`config.mk`:
```
export PLATFORM = sky130hd
export DESIGN_NAME = crc32_frame_header_gen_check
export DESIGN_NICKNAME = d
export VERILOG_FILES = /design/src/sv/crcfh_pkg.sv /design/src/sv/crcfh_frame.sv /design/src/sv/crc32_frame_header_gen_check.sv
export SDC_FILE = /design/constraint.sdc
export NUM_CORES = 1
export LEC_CHECK = 0
export BUFFER_PORTS_ARGS = -buffer_cell sky130_fd_sc_hd__buf_2
export CAP_MARGIN = 30
export CORE_UTILIZATION = 60
export DETAILED_ROUTE_END_ITERATION = 6
export GPL_ROUTABILITY_DRIVEN = 0
export PLACE_DENSITY_LB_ADDON = 0.15
export SLEW_MARGIN = 10
export SYNTH_ARGS = -nofsm -noshare
export SYNTH_HDL_FRONTEND = slang
export SYNTH_SLANG_ARGS = --single-unit
```
`constraint.sdc`:
```
create_clock -name clk -period 8.6 [get_ports clk]
set_input_delay 0.86 -clock clk [delete_from_list [all_inputs] [get_ports clk]]
set_output_delay 0.86 -clock clk [all_outputs]
set_load 0.01 [all_outputs]
```
`src/sv/crcfh_pkg.sv`:
```
`default_nettype none

package crcfh_pkg;

  // Reflected IEEE 802.3 CRC-32
  localparam logic [31:0] CRC_POLY     = 32'hEDB88320;
  localparam logic [31:0] CRC_ALL_ONES = 32'hFFFFFFFF;

  // Bytes in the CRC header
  localparam logic [2:0] HEADER_BYTES = 3'd4;

  // Configuration register indexes
  localparam logic REG_CHECK_DIRECTION = 1'b0;
  localparam logic REG_HEADER_AT_START = 1'b1;

  // What one accepted byte produces at the end of a frame
  typedef struct packed {
    logic        build_emit;  // four CRC bytes go out
    logic        check_emit;  // one verdict goes out
    logic        ok;          // verdict of a check frame
    logic [31:0] crc;         // final CRC, already inverted
  } crcfh_result_t;

  // One byte through the reflected CRC, a bit at a time
  function automatic logic [31:0] crc_byte_update(input logic [31:0] crc,
                                                  input logic [7:0]  data);
    logic [31:0] c;
    c = crc ^ {24'h000000, data};
    for (int i = 0; i < 8; i++) begin
      c = c[0] ? ((c >> 1) ^ CRC_POLY) : (c >> 1);
    end
    return c;
  endfunction

endpackage

`default_nettype wire

```
`src/sv/crcfh_frame.sv`:
```
`default_nettype none

module crcfh_frame (
  input  wire logic                     clk,
  input  wire logic                     rst,
  input  wire logic                     accept,
  input  wire logic [7:0]               data_byte,
  input  wire logic                     last_byte,
  input  wire logic                     check_direction,
  input  wire logic                     header_at_start,
  output crcfh_pkg::crcfh_result_t      result
);
  import crcfh_pkg::*;

  logic [31:0] crc_accum;
  logic [2:0]  bytes_seen;
  logic [31:0] expected_crc;

  logic [31:0] crc_accum_next;
  logic [2:0]  bytes_seen_next;
  logic [31:0] expected_crc_next;
  logic        capture;
  logic [31:0] lane;

  // Capture header bytes in check mode while fewer than four are in
  assign capture = check_direction && (bytes_seen < HEADER_BYTES);

  // Place the byte in its little-endian lane
  always_comb begin
    unique case (bytes_seen[1:0])
      2'd0:    lane = {24'h000000, data_byte};
      2'd1:    lane = {16'h0000, data_byte, 8'h00};
      2'd2:    lane = {8'h00, data_byte, 16'h0000};
      default: lane = {data_byte, 24'h000000};
    endcase
  end

  // Advance either the header capture or the CRC
  always_comb begin
    if (capture) begin
      crc_accum_next    = crc_accum;
      bytes_seen_next   = bytes_seen + 3'd1;
      expected_crc_next = expected_crc | lane;
    end else begin
      crc_accum_next    = crc_byte_update(crc_accum, data_byte);
      bytes_seen_next   = bytes_seen;
      expected_crc_next = expected_crc;
    end
  end

  // Form the end-of-frame outcome
  always_comb begin
    result.crc        = crc_accum_next ^ CRC_ALL_ONES;
    result.ok         = header_at_start && (bytes_seen_next >= HEADER_BYTES) &&
                        (result.crc == expected_crc_next);
    result.check_emit = last_byte && check_direction;
    result.build_emit = last_byte && !check_direction && header_at_start;
  end

  // Hold frame state; drop it after the last byte
  always_ff @(posedge clk) begin
    if (rst) begin
      crc_accum    <= CRC_ALL_ONES;
      bytes_seen   <= 3'd0;
      expected_crc <= 32'h00000000;
    end else if (accept) begin
      if (last_byte) begin
        crc_accum    <= CRC_ALL_ONES;
        bytes_seen   <= 3'd0;
        expected_crc <= 32'h00000000;
      end else begin
        crc_accum    <= crc_accum_next;
        bytes_seen   <= bytes_seen_next;
        expected_crc <= expected_crc_next;
      end
    end
  end

  header_count_bound: assert property (@(posedge clk) disable iff (rst)
    bytes_seen <= HEADER_BYTES)
    else $error("header byte count beyond four");

  no_capture_in_build: assert property (@(posedge clk) disable iff (rst)
    accept && !check_direction && !last_byte |=> $stable(expected_crc))
    else $error("expected CRC changed in build mode");

  frame_state_cleared: assert property (@(posedge clk) disable iff (rst)
    accept && last_byte |=> crc_accum == CRC_ALL_ONES && bytes_seen == 3'd0)
    else $error("frame state not cleared after last byte");

endmodule

`default_nettype wire

```
`src/sv/crc32_frame_header_gen_check.sv`:
```
`default_nettype none

// CRC-32 frame header builder and checker (reflected IEEE 802.3 CRC-32).
// Frame bytes enter one per transaction on data_byte/last_byte, and a byte is
// taken in every cycle unless it is a last byte held back by in_ready: the
// CRC update of one byte sits between the input port and the frame state
// registers. In build mode (check_direction = 0, header_at_start = 1) the
// last byte of a frame yields four result transactions carrying the CRC, low
// byte first, drained one per cycle while out_ready is high from a four-deep
// output shift register; in check mode (check_direction = 1) the first four
// bytes are the expected CRC and the last byte yields one verdict on check_ok.
// A last byte waits on in_ready only while the output register still holds
// results that will not have left by the next edge. Write the configuration
// registers only between frames, with no results pending.
module crc32_frame_header_gen_check (
  input  wire logic       clk,
  input  wire logic       rst,
  // configuration
  input  wire logic       cfg_write,
  input  wire logic       cfg_index,
  input  wire logic       cfg_data,
  // byte stream in
  input  wire logic       in_valid,
  output logic            in_ready,
  input  wire logic [7:0] data_byte,
  input  wire logic       last_byte,
  // results out
  output logic            out_valid,
  input  wire logic       out_ready,
  output logic [7:0]      out_byte,
  output logic            check_ok,
  output logic            final_result
);
  import crcfh_pkg::*;

  logic          check_direction;
  logic          header_at_start;

  logic          in_fire;
  logic          out_fire;
  logic          buf_free;
  logic          load;
  crcfh_result_t result;

  // output buffer
  logic [2:0]    obuf_cnt;
  logic [2:0]    obuf_cnt_next;
  logic [31:0]   obuf_crc;
  logic          obuf_check;
  logic          obuf_ok;

  // Configuration registers
  always_ff @(posedge clk) begin
    if (rst) begin
      check_direction <= 1'b0;
      header_at_start <= 1'b1;
    end else if (cfg_write) begin
      unique case (cfg_index)
        REG_CHECK_DIRECTION: check_direction <= cfg_data;
        default:             header_at_start <= cfg_data;
      endcase
    end
  end

  // Handshakes: a last byte needs room in the output buffer
  assign out_valid = (obuf_cnt != 3'd0);
  assign out_fire  = out_valid && out_ready;
  assign buf_free  = (obuf_cnt == 3'd0) || ((obuf_cnt == 3'd1) && out_ready);
  assign in_ready  = !last_byte || buf_free;
  assign in_fire   = in_valid && in_ready;

  crcfh_frame u_frame (
    .clk             (clk),
    .rst             (rst),
    .accept          (in_fire),
    .data_byte       (data_byte),
    .last_byte       (last_byte),
    .check_direction (check_direction),
    .header_at_start (header_at_start),
    .result          (result)
  );

  assign load = in_fire && (result.check_emit || result.build_emit);

  // Result count: load on a frame end, count down on each transaction out
  always_comb begin
    priority if (load) begin
      obuf_cnt_next = result.build_emit ? HEADER_BYTES : 3'd1;
    end else if (out_fire) begin
      obuf_cnt_next = obuf_cnt - 3'd1;
    end else begin
      obuf_cnt_next = obuf_cnt;
    end
  end

  always_ff @(posedge clk) begin
    if (rst) begin
      obuf_cnt <= 3'd0;
    end else begin
      obuf_cnt <= obuf_cnt_next;
    end
  end

  // Result payload: shift out one CRC byte per transaction
  always_ff @(posedge clk) begin
    if (load) begin
      obuf_crc   <= result.crc;
      obuf_check <= result.check_emit;
      obuf_ok    <= result.ok;
    end else if (out_fire) begin
      obuf_crc   <= {8'h00, obuf_crc[31:8]};
    end
  end

  assign out_byte     = obuf_check ? 8'h00 : obuf_crc[7:0];
  assign check_ok     = obuf_check && obuf_ok;
  assign final_result = (obuf_cnt == 3'd1);

  buffer_count_bound: assert property (@(posedge clk) disable iff (rst)
    obuf_cnt <= HEADER_BYTES)
    else $error("output buffer count beyond four");

  verdict_follows: assert property (@(posedge clk) disable iff (rst)
    in_fire && last_byte && check_direction |=> out_valid && final_result)
    else $error("check frame end gave no verdict");

  build_loads_four: assert property (@(posedge clk) disable iff (rst)
    in_fire && last_byte && !check_direction && header_at_start |=>
    obuf_cnt == HEADER_BYTES)
    else $error("build frame end did not load four CRC bytes");

  check_has_no_byte: assert property (@(posedge clk) disable iff (rst)
    out_valid && check_ok |-> out_byte == 8'h00 && final_result)
    else $error("verdict carries a data byte or is not final");

endmodule

`default_nettype wire

```
==> out/results.txt <==
final hold violations: 0
post-layout net count: 752
ANT cells: 0
FFs w/ async S/R, synth: 0
Worst IR Drop VDD: 0.152 mV
CP required: 8.80 ns
row count: 37
prevailing post-synth register cell: dfxtp_1
Max FO, Critical Path: 12
#FFs+latches synth: 106
H-tree depth: 3
Antenna Nets Post-Route: 0
Psw: 0.00102 W
Setup TNS: 0 ns
Critical Path AT: 3.67 ns
Routed Wire Length: 17.7 mm
Ports: 28
Relative slew margins: 0.372
vias per cell: 6.35
Starting Density: 0.617
CTS clk-pin slew, worst paths: 0.10 ns
Area growth, synth to finish: 6.83%
Critical Path End Type: flip-flop
Max-Cap Viols: 0
Post-Synthesis Net Count: 755
Flop pwr share: 0.308
CTS tree: built
gr usage total: 0.333
root buf cell: clkbuf_8
startpoint types: input pin
post_cts resized: 0
detailed-route via count: 5,516
Pleak: 2.60 nW
worst-margin pin slew: 0.940 ns
Slew Limit Fails: 0
CTS buffer count: 9
Post-CTS Hold Buffers: 0
f_max: 288 MHz
PD cells: 341 nW/um^2
Seq/Total Area, Yosys: 0.389
number of global-route vias before repair: 4,902
count leader, synth: nand2_1
routed len/inst: 20.3 um
Avg Synthesized Cell Area: 8.67 sq um
synth unique cells: 55
area of the multi-input gates: 3650 sq um
synth warn: 0
CP Class: in -> reg
Yosys top cell area share: 0.227
final setup fails: 0
P_int: 0.00129 W
Clk pwr share: 0.151
Combinational Power Share: 0.542
Worst-Skew Late Latency: 0.38 ns
post-CTS setup repair buffer count: 0
DRT iter0 DRCs: 882
Residual DRC: 0
commonest cells in the netlist: nand2_1 (102), a21oi_1 (94), nor2_1 (76), dfxtp_1 (72), xnor2_1 (58)
Post-synth EDFFs: 34
Syn Inst Count: 731
Yosys top cell by area: dfxtp_1
Sink Count: 106
clk_skew: 0.0106 ns
status: finished, final reports clean
gr ovfl total: 0
core area: 10,300 sq um
Total Power: 0.00231 W
largest net degree at the start of global routing: 78
DIE AREA: 11,000 sq um
Sw Ratio: 0.440
Fin Hold WS: 0.488 ns
Synth area leaders: dfxtp_1 (23%), edfxtp_1 (16%), xnor2_1 (8.0%)
Longest Clk Path Bufs: 2
Filler cells: 872
Detailed Place HPWL: 12.9 mm
PortBufs: 27
Post-Syn Area: 6340 sq um
worst hold path class: reg -> reg
initial antenna violation count: 0
Die Wd: 105 um
crit path time final: 3.47 ns
die height: 105 um
first-pass GRT wire length: 27.6 mm
TritonRoute pass-1 iters: 7
Storage cell area: 2460 sq um
Tcrit/Tclk final: 0.403
unrepaired setup endpoints after global routing: false
share of layout cells above drive strength 1: 0.0996
==> per-stage QoR <==
stage	std cells	area (sq um)	worst slack [ns]	util
after floorplan	731	6340	5.26	-
after global placement	851	6510	4.91	0.633
after detailed placement	853	6540	4.86	0.637
after CTS	869	6770	5.23	0.659
after global routing	869	6770	5.09	0.659
final	869	6770	5.13	0.659
==> routing by layer <==
layer / global-route usage / share of wire
met3: 0.0474 / 0.11
met2: 0.491 / 0.43
met1: 0.473 / 0.41
met4: 0.176 / 0.053
met5: 0 / 0
==> power by group through the flow <==
| stage | Combinational (W) | Clock, W | Sequential [W] |
|---|---|---|---|
| final | 0.00125 | 0.000348 | 0.000710 |
| after global routing | 0.00132 | 0.000368 | 0.000719 |
| after CTS | 0.00121 | 0.000350 | 0.000707 |
| after detailed placement | 0.00120 | 0 | 0.000718 |
| after global placement | 0.00118 | 0 | 0.000715 |
| after floorplan | 0.000897 | 0 | 0.000692 |
==> path summary, 6_finish.rpt <==
kind,startpoint,endpoint,slack [ns],cells past startpoint
worst max-delay path,data_byte[4],obuf_ok,5.13,9
worst min-delay path,u_frame.expected_crc[10],u_frame.expected_crc[10],0.49,2
worst max register to register,u_frame.bytes_seen[0],obuf_ok,5.19,9
worst min register to register,u_frame.expected_crc[10],u_frame.expected_crc[10],0.49,2
==> flip-flops by register name (all words and copies together) (netlist names) <==
register,flops
header_at_start,1
obuf_crc,32
u_frame.bytes_seen,3
obuf_check,1
u_frame.expected_crc,32
obuf_ok,1
obuf_cnt,3
u_frame.crc_accum,32
check_direction,1
==> logic make-up (layout without fill, tap and decap cells) <==
group | count (synthesis) | after routing | synth area share
compound gates | 209 | 209 | 0.195
xor+xnor | 112 | 112 | 0.201
fa+ha+maj | 8 | 8 | 0.0158
buf+inv | 61 | 63 | 0.0373
flops | 106 | 106 | 0.389
mux | 3 | 3 | 0.00474
simple gates | 232 | 232 | 0.157
==> worst max-delay path, cell delays in order <==
cell,delay (ns)
buf_2,0.25
xnor2_2,0.20
xnor2_2,0.58
xnor3_2,0.55
xor2_1,0.36
xor2_1,0.11
o21ai_0,0.32
nand4_1,0.16
nor4_2,0.27
==> layout make-up <==
| type | count | share of cell area |
|---|---|---|
| multi-input cells | 564 | 0.540 |
| flip-flops and latches | 106 | 0.364 |
| repair buffers | 34 | 0.0307 |
| well taps | 136 | 0.0251 |
| clock buffers | 10 | 0.0203 |
| clock inverters | 6 | 0.0131 |
| inverters | 13 | 0.00721 |
==> placed cells by master, fill, tap and decap left out, types with 4 or more instances in the layout <==
| cell type | count |
|---|---|
| nand3_1 | 9 |
| xnor2_1 | 58 |
| a21oi_1 | 93 |
| nor4_1 | 4 |
| o22ai_1 | 6 |
| a21o_1 | 5 |
| xnor2_4 | 7 |
| o21ai_0 | 39 |
| buf_2 | 27 |
| dfxtp_1 | 72 |
| a31oi_1 | 11 |
| nand2_1 | 102 |
| ha_1 | 8 |
| nor2_1 | 76 |
| edfxtp_1 | 34 |
| inv_1 | 12 |
| xnor2_2 | 8 |
| clkbuf_8 | 10 |
| a211oi_1 | 5 |
| buf_4 | 6 |
| nor3_1 | 6 |
| nor2b_1 | 11 |
| and2_1 | 7 |
| o211ai_1 | 29 |
| xor2_1 | 31 |
(Power assumes the default switching activity.)
